--- src/rtl/kdsd_pkg.sv ---
// ----------------------------------------------------------------------------
// kdsd_pkg
// Shared types, key codes and helpers for the keypad debounce and
// sequence detector.
// ----------------------------------------------------------------------------
package kdsd_pkg;

	localparam int SEQUENCE_LENGTH = 6;
	localparam int SEQ_POS_W       = 3;
	localparam int IDLE_W          = 16;
	localparam int HOLD_W          = 8;
	localparam int CFG_INDEX_W     = 2;
	localparam int CFG_DATA_W      = 16;

	localparam logic [SEQ_POS_W-1:0] SEQ_LAST = SEQ_POS_W'(SEQUENCE_LENGTH - 1);
	localparam logic [IDLE_W-1:0]    IDLE_MAX = '1;

	// decoded key codes
	localparam logic [1:0] CODE_MENU   = 2'd0;
	localparam logic [1:0] CODE_ENTER  = 2'd1;
	localparam logic [1:0] CODE_RETURN = 2'd2;
	localparam logic [1:0] CODE_NONE   = 2'd3;

	// raw pin patterns, low is pressed
	localparam logic [2:0] RAW_MENU   = 3'd6;
	localparam logic [2:0] RAW_ENTER  = 3'd5;
	localparam logic [2:0] RAW_RETURN = 3'd3;

	// configuration register indexes
	localparam logic [CFG_INDEX_W-1:0] CFG_RETURN_TIMEOUT    = 2'd0;
	localparam logic [CFG_INDEX_W-1:0] CFG_BACKLIGHT_TIMEOUT = 2'd1;
	localparam logic [CFG_INDEX_W-1:0] CFG_HOLD_LIMIT        = 2'd2;

	typedef struct packed {
		logic [2:0] first_sample;
		logic [2:0] second_sample;
		logic       idle_tick;
		logic       on_home_screen;
	} sample_t;

	typedef struct packed {
		logic       key_event;
		logic [1:0] key_code;
		logic       auto_return;
		logic       beep_request;
		logic       backlight_on;
		logic       soft_reset;
		logic       sound_muted;
		logic       save_settings;
	} result_t;

	typedef struct packed {
		logic [IDLE_W-1:0] return_timeout;
		logic [IDLE_W-1:0] backlight_timeout;
		logic [HOLD_W-1:0] hold_limit;
	} kdsd_cfg_t;

	typedef struct packed {
		logic                 held;
		logic [HOLD_W-1:0]    hold_count;
		logic [IDLE_W-1:0]    idle_count;
		logic                 light_level;
		logic [SEQ_POS_W-1:0] sequence_position;
		logic                 muted_flag;
	} kdsd_state_t;

	function automatic logic [1:0] decode_key(input logic [2:0] raw);
		logic [1:0] k;
		unique case (raw)
			RAW_MENU:   k = CODE_MENU;
			RAW_ENTER:  k = CODE_ENTER;
			RAW_RETURN: k = CODE_RETURN;
			default:    k = CODE_NONE;
		endcase
		return k;
	endfunction

endpackage

--- src/rtl/kdsd_cfg_regs.sv ---
// ----------------------------------------------------------------------------
// kdsd_cfg_regs
// Timeout and hold limit registers, written over the configuration channel.
// ----------------------------------------------------------------------------
module kdsd_cfg_regs
	import kdsd_pkg::*;
(
	input  logic                   clk,
	input  logic                   arst_n,
	input  logic                   wr_en,
	input  logic [CFG_INDEX_W-1:0] wr_index,
	input  logic [CFG_DATA_W-1:0]  wr_data,
	output kdsd_cfg_t              cfg
);

	kdsd_cfg_t cfg_q;

	always_ff @(posedge clk or negedge arst_n) begin
		if (!arst_n) begin
			cfg_q.return_timeout    <= IDLE_W'(30);
			cfg_q.backlight_timeout <= IDLE_W'(60);
			cfg_q.hold_limit        <= HOLD_W'(100);
		end else if (wr_en) begin
			unique case (wr_index)
				CFG_RETURN_TIMEOUT:    cfg_q.return_timeout    <= wr_data;
				CFG_BACKLIGHT_TIMEOUT: cfg_q.backlight_timeout <= wr_data;
				CFG_HOLD_LIMIT:        cfg_q.hold_limit        <= wr_data[HOLD_W-1:0];
				default: ;
			endcase
		end
	end

	assign cfg = cfg_q;

endmodule

--- src/rtl/kdsd_step.sv ---
// ----------------------------------------------------------------------------
// kdsd_step
// Next state and result for one scan period: debounce, long press,
// unlock sequence and idle timeouts.
// ----------------------------------------------------------------------------
module kdsd_step
	import kdsd_pkg::*;
(
	input  sample_t     sample,
	input  kdsd_cfg_t   cfg,
	input  kdsd_state_t cur,
	output kdsd_state_t nxt,
	output result_t     res
);

	logic [1:0]        k0, k1;
	logic              same, pressed, idle, press_new;
	logic [IDLE_W-1:0] idle_inc;
	logic [HOLD_W-1:0] hold_inc;
	logic              long_hold;

	always_comb begin
		k0        = decode_key(sample.first_sample);
		k1        = decode_key(sample.second_sample);
		same      = (k0 == k1);
		pressed   = same && (k1 != CODE_NONE);
		idle      = same && (k1 == CODE_NONE);
		press_new = pressed && !cur.held;

		idle_inc = (sample.idle_tick && cur.idle_count != IDLE_MAX)
			? cur.idle_count + IDLE_W'(1) : cur.idle_count;
		hold_inc = cur.hold_count + HOLD_W'(1);

		nxt = cur;
		res = '0;
		nxt.idle_count = idle_inc;

		if (press_new) begin
			res.beep_request = !cur.muted_flag;
			res.key_event    = 1'b1;
			res.key_code     = k1;
			nxt.idle_count   = '0;
			nxt.light_level  = 1'b1;
			// unlock sequence: enters up to the last slot, then menu
			if (cur.sequence_position < SEQ_LAST) begin
				nxt.sequence_position = (k1 == CODE_ENTER)
					? cur.sequence_position + SEQ_POS_W'(1) : '0;
			end else if (cur.sequence_position == SEQ_LAST && k1 == CODE_MENU) begin
				nxt.sequence_position = cur.sequence_position + SEQ_POS_W'(1);
				nxt.muted_flag        = !cur.muted_flag;
				res.save_settings     = 1'b1;
			end else begin
				nxt.sequence_position = '0;
			end
		end

		if (idle && !cur.held) begin
			res.auto_return = (idle_inc >= cfg.return_timeout) && !sample.on_home_screen;
			if (idle_inc >= cfg.backlight_timeout) begin
				nxt.idle_count  = cfg.backlight_timeout;
				nxt.light_level = 1'b0;
			end
		end

		if (pressed) begin
			nxt.held = 1'b1;
		end else if (idle) begin
			nxt.held = 1'b0;
		end

		// hold count advances in the press period too
		long_hold = pressed && (hold_inc > cfg.hold_limit)
			&& (k1 == CODE_ENTER || k1 == CODE_RETURN);
		if (pressed && !long_hold) begin
			nxt.hold_count = hold_inc;
		end else begin
			nxt.hold_count = '0;
		end
		if (long_hold) begin
			res.soft_reset = 1'b1;
			if (!nxt.muted_flag) begin
				res.beep_request = 1'b1;
			end
		end

		res.backlight_on = nxt.light_level;
		res.sound_muted  = nxt.muted_flag;
	end

endmodule

--- src/rtl/keypad_debounce_sequence_detector_unit.sv ---
// ----------------------------------------------------------------------------
// keypad_debounce_sequence_detector_unit
// A result is registered and valid in the cycle after its sample transfer.
// Throughput: one sample per cycle unless a held result is stalled; the step
// logic from sample to result register is the only path, state updates in
// the same edge. The result register frees itself when taken, so a new sample
// is taken while the downstream side is not stalling a held result.
// Reset: asynchronous, clears state and result valid, loads register defaults.
// ----------------------------------------------------------------------------
module keypad_debounce_sequence_detector_unit
	import kdsd_pkg::*;
(
	input  logic                   clk,
	input  logic                   arst_n,
	input  logic                   sample_valid,
	output logic                   sample_stall,
	input  sample_t                sample,
	output logic                   result_valid,
	input  logic                   result_stall,
	output result_t                result,
	input  logic                   cfg_valid,
	output logic                   cfg_ready,
	input  logic [CFG_INDEX_W-1:0] cfg_index,
	input  logic [CFG_DATA_W-1:0]  cfg_data
);

	kdsd_cfg_t   cfg;
	kdsd_state_t state_q, state_nxt;
	result_t     res_nxt, result_q;
	logic        result_valid_q;
	logic        take;

	assign cfg_ready = 1'b1;

	kdsd_cfg_regs u_cfg (
		.clk      (clk),
		.arst_n   (arst_n),
		.wr_en    (cfg_valid && cfg_ready),
		.wr_index (cfg_index),
		.wr_data  (cfg_data),
		.cfg      (cfg)
	);

	kdsd_step u_step (
		.sample (sample),
		.cfg    (cfg),
		.cur    (state_q),
		.nxt    (state_nxt),
		.res    (res_nxt)
	);

	// stall only while a held result is itself stalled
	assign sample_stall = result_valid_q && result_stall;
	assign take         = sample_valid && !sample_stall;

	always_ff @(posedge clk or negedge arst_n) begin
		if (!arst_n) begin
			state_q        <= '0;
			result_valid_q <= 1'b0;
		end else begin
			if (take) begin
				state_q        <= state_nxt;
				result_valid_q <= 1'b1;
			end else if (!result_stall) begin
				result_valid_q <= 1'b0;
			end
		end
	end

	always_ff @(posedge clk) begin
		if (take) begin
			result_q <= res_nxt;
		end
	end

	assign result_valid = result_valid_q;
	assign result       = result_q;

endmodule

--- config.mk ---
export PLATFORM = sky130hd
export DESIGN_NAME = keypad_debounce_sequence_detector_unit
export DESIGN_NICKNAME = d
export VERILOG_FILES = /design/src/rtl/kdsd_pkg.sv /design/src/rtl/kdsd_cfg_regs.sv /design/src/rtl/kdsd_step.sv /design/src/rtl/keypad_debounce_sequence_detector_unit.sv
export SDC_FILE = /design/constraint.sdc
export NUM_CORES = 1
export LEC_CHECK = 0
export BUFFER_PORTS_ARGS = -buffer_cell sky130_fd_sc_hd__buf_2
export CORE_ASPECT_RATIO = 1.75
export CORE_MARGIN = 3
export CORE_UTILIZATION = 65
export DETAILED_ROUTE_END_ITERATION = 10
export GPL_ROUTABILITY_DRIVEN = 0
export PLACE_DENSITY_LB_ADDON = 0.2
export SYNTH_ARGS = -nofsm -noshare
export SYNTH_HDL_FRONTEND = slang
export SYNTH_SLANG_ARGS = --single-unit
--- constraint.sdc ---
create_clock -name clk -period 7.1 [get_ports clk]
set_input_delay 1.065 -clock clk [delete_from_list [all_inputs] [get_ports clk]]
set_output_delay 1.065 -clock clk [all_outputs]
set_load 0.01 [all_outputs]
* Word level (Yosys, flattened, before mapping)
Cells that the tools add are included.
** Storage, ports and cells
- Bits of input ports :: 31
- Bits in latches :: 0
- Memory bits (writable) :: 0
- Register bits after elaboration :: 80
- Word-level logic and storage cells :: 91
- ROM bits :: 0
- Memories :: 0
** Cells by class
- Reduce and logical (&&, ||, !) cells :: 27
- Bitwise logic cells :: 1
- Add/sub/neg operators :: 3
- Divide/modulo/power cells :: 0
- Multiply operators :: 0
- Multiplexer cells :: 22
- $lt $le $gt $ge :: 4
- Equality and inequality tests :: 16
- Shift-type cells :: 0
** Operators by type and width (count)
- two-way mux 17 bit :: 2
- greater-or-equal comparator 16 bit :: 2
- two-way mux 21 bit :: 1
- adder 16 x 1 -> 16 bit, second input constant :: 1
- two-way mux 16 bit :: 1
- != test 16 bit, second input constant :: 1
- == test 3 bit, second input constant :: 5
- logical AND 1 bit :: 12
- two-way mux 3 bit :: 4
- one-hot mux 2 bit (3 select lines) :: 2
- two-way mux 1 bit :: 11
- AND reduction 2 bit :: 5
- adder 8 x 1 -> 8 bit, second input constant :: 1
- greater-than comparator 8 bit :: 1
- two-way mux 8 bit :: 1
- == test 2 bit, second input constant :: 3
- == test 3 x 2 -> 1 bit, second input constant :: 2
- zero test 1 bit :: 5
- == test 2 x 1 -> 1 bit, second input constant :: 2
- zero test 2 bit :: 2
- adder 3 x 1 -> 3 bit, second input constant :: 1
- < comparator 3 bit, second input constant :: 1
- == test 2 bit :: 1
- != test 2 x 1 -> 1 bit, second input constant :: 1
- other kinds (5) :: 5

* Longest topological paths before layout
Gate-level depths: netlist of run 1.
- Depth in word-level cells :: 9
- Gate-level depth with buffers :: 15

* Cells and area by module
From an unflattened synthesis of run 1, not the netlist that was laid out.
** Second synthesis, totals
- Cells, all modules :: 470
- Area total of the unflattened synthesis :: 5218.8 um2
** Modules (own cells, without submodules)
- kdsd_step :: times used 1, cells each 307, area each 2229.6 um2, sequential area each 0.0 um2
- kdsd_cfg_regs :: times used 1, cells each 85, area each 1525.2 um2, sequential area each 1014.7 um2
- keypad_debounce_sequence_detector_unit :: times used 1, cells each 78, area each 1463.9 um2, sequential area each 1046.0 um2

* Least setup slack after synthesis of run 1
Ideal clock, no wire load.
- Kind :: input to register
- Start point :: in sample[1] in the netlist's numbering
- End point :: reg state_q[11] in the netlist's numbering
- Arrival :: 3.403 ns
- Cell stages on the path :: 13
- Library setup time :: 0.126 ns
- Setup slack :: 3.571 ns
- Required time :: 6.974 ns
- Cell sequence :: and2_1 -> clkbuf_1 -> nand3_1 -> nor4_1 -> xor2_1 -> ha_1 -> o21ai_0 -> o21bai_1 -> a211o_1 -> nand3_2 -> nor2_4 -> buf_6 -> a221o_1
** On the way
- Word-level cells in the longest chain between the ends :: 5
- Elaborated cells between the ends (all ways) :: 6
** Ends and longest elaborated chain
- start, declared :: line keypad_debounce_sequence_detector_unit.sv:17 : input sample_t sample,
- logical AND 1 bit * :: line kdsd_step.sv:30 : idle_inc = (sample.idle_tick && cur.idle_count != IDLE_MAX)
- two-way mux 16 bit * :: line kdsd_step.sv:31 : ? cur.idle_count + IDLE_W'(1) : cur.idle_count;
- greater-or-equal comparator 16 bit or two-way mux 21 bit (tied branches) :: line kdsd_step.sv:59, kdsd_step.sv:38
- two-way mux 17 bit :: line kdsd_step.sv:59 : if (idle_inc >= cfg.backlight_timeout) begin
- two-way mux 17 bit * :: line kdsd_step.sv:57 : if (idle && !cur.held) begin
- end signal, assigned :: line keypad_debounce_sequence_detector_unit.sv:62 : state_q <= state_nxt;
- end, declared :: line keypad_debounce_sequence_detector_unit.sv:28 : kdsd_state_t state_q, state_nxt;
Mark *: on every way between the ends. The rest lies on a longest branch, timed or not.
A chain may end at the register's enable or synchronous reset.

* Worst setup path after layout of run 1
- Start point :: in sample[1] in the netlist's numbering
- End point :: reg state_q[6] in the netlist's numbering
Same word-level chain as after synthesis.

==> results_dict.tcl, run 1 <==
set metrics [dict create \
    worst_slew_pin_slew_ns 0.897 \
    die_w_microns 72.7 \
    status "complete, no violations" \
    clock_path_buffers 2 \
    grt_max_degree 72 \
    synth_seq_cells 80 \
    timing.rr.end "state_q[6]" \
    cts_root_buf "clkbuf_16" \
    startpoint "sample[1]" \
    synth-xor-area-share 0.0344 \
    max_slew_margin 0.402 \
    hold_start "u_cfg.cfg[1]" \
    cap_viol_max_count 0 \
    cts_tree "yes" \
    first_pass_iters 6 \
    synth_top_area_frac 0.297 \
    worstHoldEndpoint "u_cfg.cfg[1]" \
    drive_above_1_share 0.211 \
    synth_fa_ha_area_frac 0.109 \
    p_leak_nw 2.69 \
    synth-main-ff-cell "dfrtp_1" \
    required_ns 7.38 \
    finalCriticalPeriod_ns 3.71 \
    synthTopCellsByCount "dfrtp_1, inv_1, ha_1" \
    async_reset_ff_frac 0.888 \
    synth_compound_area_frac 0.155 \
    fmax_mhz 270 \
    irDropWorstVdd_uv 203 \
    n_fill_cell 571 \
    hold_path_class "reg2reg" \
    clock_latency_ns 0.34 \
    cts_inserted_buffers 9 \
    drv_slew 0 \
    rows 42 \
    synth_top_family_by_area "simple AND/OR/NAND/NOR gates" \
    first_iter_violations 279 \
    synthTopCellsByArea "dfrtp_1, ha_1, mux2_2" \
    drc 0 \
    areaGrowthSynthToFinish_pct 10.3 \
    vias 3994 \
    muxShareOfSynthArea 0.0643 \
    synth_top_area_cell "dfrtp_1" \
    path_max_fanout 11 \
    syn_area_sq_mm 0.00506 \
    via_per_inst 6.30 \
    io_pins 43 \
    clkTransAtPathRegs_ns 0.06 \
    chipHeight_microns 123 \
    synth_cell_types 62 \
    synth_edf_count 9 \
    syn_nets 580 \
    rsz0062_at_grt "false" \
    postCtsHoldBufs 0 \
    cp.arrival_ns 3.99 \
    antenna_found_initial 0 \
    grt_pass1_vias 4125 \
    synth_warnings 0 \
    setup_tns_ns 0 \
    core_area_sq_mm 0.00757 \
    regArea_sq_mm 0.00206 \
    syn_inst 505 \
    n_antenna_cell 0 \
    dieArea_sq_mm 0.00892 \
    power_density_mw_per_mm2 286 \
    reg2reg_slack_ns 3.46 \
    dp_hpwl_microns 8760 \
    fin_nets 616 \
    port_buffers 41 \
    critical_path.reg2reg.startpoint "state_q[11]" \
    critPathLaunchType "input port" \
    htreeDepth 3 \
    endpoint_kind "flip-flop" \
    multi_input_area_sq_mm 0.00272 \
    postRouteAntennaNets 0 \
    fin_util 0.738 \
    finalSetupViolCount 0 \
    yosys.area_share.simple 0.174 \
    wl_per_cell_microns 18.5 \
    postRouteWirelength_microns 11800 \
    hold_viol 0 \
    grt_usage 0.285 \
    initial_utilization 0.669 \
    grt.overflow.total 0 \
    cts_setup_buffers 0 \
    grt_pass1_wl_microns 19300 \
    r2r.worst_path.cells 12 \
    yosysMostFrequentCell "dfrtp_1" \
    fin_crit_sh 0.523 \
    cts_resized 0 \
    syn_area_per_cell_sq_um 10.0 \
    clkSinkCount 80 \
    fin_skew_ns 0.00545 \
    ys_seq_area_frac 0.407 \
    path_class "in2reg" \
    hold_depth 1 \
]
## power breakdown
part	switching (mW)	total, mW	internal (mW)
clock network	0.188	0.446	0.258
logic	0.282	0.502	0.220
registers	0.0926	0.651	0.559
total	0.562	1.60	1.04
## per-stage QoR
stage / total power, mW / cell area (sq um) / worst slack, ns / cells / hold WS, ns
floorplan: 0.990 / 5060 / 3.57 / 505 / 0.479
global placement: 1.11 / 5290 / 3.30 / 618 / 0.489
detailed placement: 1.15 / 5290 / 3.14 / 618 / 0.495
CTS: 1.60 / 5580 / 3.49 / 634 / 0.508
global route: 1.69 / 5580 / 3.22 / 634 / 0.516
finish: 1.60 / 5580 / 3.39 / 634 / 0.507
## area by class of cell
| type | instances | area share |
|---|---|---|
| repair buffers | 44 | 0.0408 |
| well taps | 88 | 0.0197 |
| multi-input cells | 360 | 0.488 |
| flip-flops and latches | 80 | 0.369 |
| clock buffers | 10 | 0.0448 |
| clock inverters | 6 | 0.00717 |
| inverters | 46 | 0.0309 |
## routing by layer
metal	share of wire	GRT usage	vias to the layer above	wire length, microns
met2	0.56	0.518	122	6610
met3	0.033	0.0443	60	384
li1	-	-	1898	-
met5	0	0	-	0
met1	0.35	0.289	1914	4120
met4	0.055	0.193	0	646
## critical path: stages
cell and delay, ns:
buf_2 0.11, and2_1 0.32, nand3_1 0.17, nor4_1 0.34, xor2_1 0.37, ha_1 0.32
o21ai_0 0.18, o21bai_1 0.09, a211o_1 0.35, o21ai_2 0.35, and3_1 0.22, a221o_1 0.12
## worst max-delay path by stage
| stage | end | cells after the start |
|---|---|---|
| after global placement | state_q[7] | 13 |
| after global routing | state_q[6] | 13 |
| after floorplan | state_q[11] | 13 |
| after detailed placement | state_q[6] | 12 |
| after CTS | state_q[6] | 12 |
| final | state_q[6] | 12 |
## flip-flops by register name (all words and copies together) (netlist names)
name	count
result	9
result_valid	1
u_cfg.cfg	40
state_q	30
## logic make-up after synthesis
| kind of cell | after synthesis |
|---|---|
| other | 1 |
| and+or+nand+nor | 158 |
| xor gates and xnor gates | 19 |
| AOI/OAI and AO/OA | 109 |
| muxes | 29 |
| DFF | 80 |
| buffers and inverters | 65 |
| adders and majority gates | 44 |
## cells in the final DEF (no fill, tap or decap), types with 11 or more instances in the layout
master	Yosys	routed
inv_1	46	46
o21ai_0	30	30
and3_1	21	21
nand2_1	38	38
ha_1	44	44
dfrtp_1	60	60
dfstp_2	11	11
a221o_1	13	13
nor2_1	23	23
xor2_1	11	11
buf_2	4	41
nand3_1	17	17
a21oi_1	21	21
mux2_2	27	27
(Power assumes the default switching activity.)
==> run 2: changes to the inputs <==
--- a/config.mk
+++ b/config.mk
@@ -8,7 +8,7 @@
 export BUFFER_PORTS_ARGS = -buffer_cell sky130_fd_sc_hd__buf_2
 export CORE_ASPECT_RATIO = 1.75
 export CORE_MARGIN = 3
-export CORE_UTILIZATION = 65
+export CORE_UTILIZATION = 60
 export DETAILED_ROUTE_END_ITERATION = 10
 export GPL_ROUTABILITY_DRIVEN = 0
 export PLACE_DENSITY_LB_ADDON = 0.2
==> constraint.sdc (replaced) <==
create_clock -name clk -period 3.59 [get_ports clk]
set_input_delay 0.5385 -clock clk [delete_from_list [all_inputs] [get_ports clk]]
set_output_delay 0.5385 -clock clk [all_outputs]
set_load 0.01 [all_outputs]
==> run 2 against run 1 <==
Setup slack got worse by 3.3 ns; total power increased by 100%; final cell count increased by 1.7%; sequential cell count unchanged; core utilization decreased by 3.4 points.
==> results_dict.tcl, run 2 (synthesis gave the netlist of run 1 again) <==
set metrics [dict create \
    clkTransAtPathRegs_ns 0.07 \
    postRouteWirelength_microns 12000 \
    grt_usage 0.271 \
    core_area_sq_mm 0.00807 \
    drive_above_1_share 0.229 \
    cts_root_buf "clkbuf_16" \
    path_class "reg2reg" \
    p_leak_nw 2.73 \
    cp_top_family "simple AND/OR/NAND/NOR gates" \
    setup_tns_ns 0 \
    areaGrowthSynthToFinish_pct 12.2 \
    irDropWorstVdd_uv 376 \
    path_buf_inv 1 \
    cts_inserted_buffers 9 \
    finalSetupViolCount 0 \
    grt_max_degree 41 \
    fin_nets 625 \
    crit_path_max_incr_delay_ns 0.46 \
    power_density_mw_per_mm2 567 \
    die_w_microns 75.4 \
    finalCriticalPeriod_ns 3.49 \
    port_buffers 41 \
    via_per_inst 6.19 \
    endpoint_kind "flip-flop" \
    slowest_stage "dfrtp_1" \
    power_mw 3.22 \
    dieArea_sq_mm 0.00962 \
    hold_path_class "in2async" \
    postRouteAntennaNets 0 \
    final_cell_mix "dfrtp_1, inv_1, ha_1" \
    n_fill_cell 604 \
    worst_slew_pin_slew_ns 0.899 \
    cp_common_cell "ha_1" \
    vias 3992 \
    dp_slack_ns 0.205 \
    holdWs_ns 0.313 \
    fin_skew_ns 0.00962 \
    path_cells "ha_1, and2_1, nand3_1, nor4_2, xor2_1, ha_1, o21ai_0, o21bai_1, a211o_1, nand3_2, nor2_4, buf_12, a221o_1" \
    largest_reg_flops 40 \
    max_slew_margin 0.401 \
    setup_ws_ns 0.102 \
    drv_slew 0 \
    drc 0 \
    initial_utilization 0.627 \
    grt_pass1_wl_microns 19500 \
    fmax_mhz 287 \
    critPathLaunchType "flip-flop" \
    first_pass_iters 5 \
    status "complete, no violations" \
    required_ns 3.82 \
    dp_hpwl_microns 9080 \
    cp.arrival_ns 3.71 \
    cts_tree "yes" \
    grt.overflow.total 0 \
    hold_viol 0 \
    clkSinkCount 80 \
    io_pins 43 \
    rows 43 \
    fin_crit_sh 0.972 \
    cap_viol_max_count 0 \
    antenna_found_initial 0 \
    htreeDepth 3 \
    chipHeight_microns 128 \
    clock_latency_ns 0.35 \
    n_antenna_cell 0 \
    grt_pass1_vias 4198 \
    multi_input_area_sq_mm 0.00274 \
    postCtsHoldBufs 0 \
    clock_path_buffers 2 \
    path_max_fanout 14 \
    mostFrequentLayoutCell "dfrtp_1" \
    wl_per_cell_microns 18.6 \
    first_iter_violations 278 \
    regArea_sq_mm 0.00206 \
    rsz0062_at_grt "false" \
]
run 2: cell types whose count changed in the layout (fill, tap and decap cells not counted), sizes merged:
cell    delta
buf        +9
clkinv     -3
clkbuf     -1
inv        +4
run 2: what timing repair did:
item / 4_1_cts / 5_1_grt
gates resized for setup: 0 / 4
setup endpoints to repair: 0 / 14
buffers inserted: 0 / 2
run 2: final cells by class:
class / instances / share of cell area
multi-input combinational: 360 / 0.483
sequential: 80 / 0.363
timing repair buffer: 53 / 0.0542
clock buffer: 9 / 0.0396
inverter: 46 / 0.0304
tap: 90 / 0.0198
clock inverter: 7 / 0.0106
run 2: worst paths after layout:
path                               start             to  slack (ns)  cells after the start
min                               arst_n  u_cfg.cfg[36]        0.31                      1
min reg2reg                u_cfg.cfg[22]  u_cfg.cfg[22]        0.51                      1
max reg2reg                   state_q[5]     state_q[6]        0.10                     13
max in group asynchronous         arst_n  u_cfg.cfg[25]        2.39                      2
min in group clk            sample_valid   result_valid        0.39                      2
max                           state_q[5]     state_q[6]        0.10                     13
run 2: where the power goes:
group	internal (mW)	leakage (nW)	switching, mW
Sequential	1.10	0.954	0.185
Combinational	0.470	1.64	0.569
Clock	0.482	0.139	0.410
run 2: per-layer routing:
metal  wire length (microns)  track usage
met1                    4210        0.269
met2                    6690        0.491
met3                     412       0.0520
met4                     689        0.165
met5                       0            0
run 2: stage by stage:
| stage | utilization | cell area [sq um] | std cells |
|---|---|---|---|
| 2_1_floorplan | - | 5060 | 505 |
| 3_3_place_gp | 0.663 | 5350 | 627 |
| 3_5_place_dp | 0.663 | 5350 | 627 |
| 4_1_cts | 0.698 | 5630 | 643 |
| 5_1_grt | 0.704 | 5680 | 645 |
| 6_report | 0.704 | 5680 | 645 |
==> run 3: changes to the inputs <==
--- a/config.mk
+++ b/config.mk
@@ -8,7 +8,7 @@
 export BUFFER_PORTS_ARGS = -buffer_cell sky130_fd_sc_hd__buf_2
 export CORE_ASPECT_RATIO = 1.75
 export CORE_MARGIN = 3
-export CORE_UTILIZATION = 60
+export CORE_UTILIZATION = 25
 export DETAILED_ROUTE_END_ITERATION = 10
 export GPL_ROUTABILITY_DRIVEN = 0
 export PLACE_DENSITY_LB_ADDON = 0.2
==> run 3 against run 2 <==
Sequential cell count stayed put; clock skew is 0.0027 ns lower; die area is 130% higher; cell area is 5.4% higher; first-iteration DRC count is 46% lower; sequential power is 3% lower; global-route usage is 14 points lower; hold slack better by 0.012 ns; setup slack better by 0.10 ns; largest cell class unchanged; largest power group unchanged; highest routed layer unchanged.
==> results_dict.tcl, run 3 (synthesis gave the netlist of run 1 again) <==
set metrics [dict create \
    status "complete, no violations" \
    antenna_found_initial 0 \
    fmax_mhz 296 \
    cp.arrival_ns 3.61 \
    dp_hpwl_microns 10600 \
    cts_root_buf "clkbuf_16" \
    dieArea_sq_mm 0.0221 \
    cts_inserted_buffers 9 \
    grt.overflow.total 0 \
    p_seq_frac 0.378 \
    path_buf_inv 2 \
    vias 3953 \
    critical_path.reg2reg.startpoint "state_q[16]" \
    path_class "reg2reg" \
    postCtsHoldBufs 0 \
    worst_slew_pin_slew_ns 1.02 \
    rows 68 \
    fin_nets 635 \
    holdWs_ns 0.325 \
    drv_slew 0 \
    core_area_sq_mm 0.0198 \
    areaGrowthSynthToFinish_pct 18.3 \
    grt_usage 0.131 \
    grt_max_degree 72 \
    hold_viol 0 \
    clkPwrFrac 0.277 \
    htreeDepth 3 \
    port_buffers 41 \
    power.switching_mw 1.16 \
    drive_above_1_share 0.253 \
    p_int_mw 2.16 \
    fin_crit_sh 0.942 \
    drc 0 \
    combPwrFrac 0.345 \
    postRouteAntennaNets 0 \
    clkTransAtPathRegs_ns 0.06 \
    power_density_mw_per_mm2 554 \
    cp_top_family "compound AO/OA/AOI/OAI gates" \
    fin_skew_ns 0.00688 \
    irDropWorstVdd_uv 261 \
    post-route-cell-area_sq_mm 0.00599 \
    grt_pass1_wl_microns 22600 \
    finalCriticalPeriod_ns 3.38 \
    clkSinkCount 80 \
    placed_cell_area_sq_mm 0.00562 \
    via_per_inst 4.88 \
    grt_pass1_vias 4282 \
    chipHeight_microns 194 \
    io_pins 43 \
    path_max_fanout 14 \
    slowest_stage "mux2_1" \
    p_leak_nw 2.78 \
    initial_utilization 0.255 \
    netSwitchingFraction 0.349 \
    crit_path_max_incr_delay_ns 0.39 \
    mostFrequentLayoutCell "dfrtp_1" \
    path_cells "and4_1, and3_4, nand3_1, nand2_1, mux2_1, ha_1, a211oi_1, buf_4, o211ai_1, a211o_1, nand3_2, nor2_4, buf_12, a221o_1" \
    n_antenna_cell 0 \
    endpoint_kind "flip-flop" \
    critPathLaunchType "flip-flop" \
    clock_path_buffers 2 \
    cap_viol_max_count 0 \
    cts_tree "yes" \
    first_iter_violations 151 \
    postRouteWirelength_microns 13900 \
    first_pass_iters 4 \
    final_cell_mix "dfrtp_1, inv_1, ha_1" \
    startpoint "state_q[16]" \
    largest_reg_flops 40 \
    required_ns 3.82 \
    max_slew_margin 0.318 \
    clock_latency_ns 0.34 \
    die_w_microns 114 \
    wl_per_cell_microns 17.2 \
    hold_path_class "in2async" \
    finalSetupViolCount 0 \
]
run 3: worst reg2reg max path, cell delays in order, from the launching register on:
cell      delay (ns)
dfrtp_1         0.36
and4_1          0.26
and3_4          0.24
nand3_1         0.08
nand2_1         0.15
mux2_1          0.39
ha_1            0.29
a211oi_1        0.20
buf_4           0.16
o211ai_1        0.10
a211o_1         0.37
nand3_2         0.14
nor2_4          0.06
buf_12          0.16
a221o_1         0.30
run 3: routing by layer:
metal  wire, microns  share of wire  up-vias  track usage
met5               0              0        -            0
met4             440          0.032        0       0.0544
met3             290          0.021       25       0.0178
met2            8110           0.58       51        0.261
met1            5060           0.36     1948        0.130
li1                -              -     1929            -
run 3: power by group through the flow:
stage / registers [mW] / clock network [mW] / logic (mW)
after detailed placement: 1.27 / 0 / 1.13
after global placement: 1.26 / 0 / 1.11
after floorplan: 1.23 / 0 / 0.730
final: 1.25 / 0.919 / 1.15
after global routing: 1.28 / 0.977 / 1.30
after CTS: 1.25 / 0.950 / 1.14
run 3: through the flow:
stage / setup WS [ns] / cells / power, mW / util / TNS (ns)
2_1_floorplan: 0.492 / 505 / 1.96 / - / 0
3_3_place_gp: 0.0454 / 792 / 2.37 / 0.284 / 0
3_5_place_dp: 0.00603 / 792 / 2.40 / 0.284 / 0
4_1_cts: 0.00988 / 808 / 3.34 / 0.298 / 0
5_1_grt: -0.00502 / 810 / 3.55 / 0.302 / -0.00891
6_report: 0.207 / 810 / 3.32 / 0.302 / 0
run 3: final cells by class:
type,count,area (sq um)
repair buffers,63,385
clock inverters,7,62.6
multi-input cells,360,2780
well taps,245,307
fillers,2079,13800
clock buffers,9,225
flip-flops and latches,80,2060
inverters,46,173
run 3: final timing paths:
| check | slack, ns | cells after the start | endpoint |
|---|---|---|---|
| setup reg to reg | 0.21 | 14 | state_q[12] |
| hold reg to reg | 0.51 | 1 | u_cfg.cfg[4] |
| setup / recovery | 0.21 | 14 | state_q[12] |
| max in group asynchronous | 2.53 | 1 | state_q[17] |
| min in group clk | 0.40 | 2 | result_valid |
| hold / removal | 0.33 | 1 | state_q[0] |
run 3: what timing repair did:
item	4_1_cts	5_1_grt
pin swaps	1	2
setup buffers	0	2
setup endpoints to repair	6	17
gates resized for setup	0	12
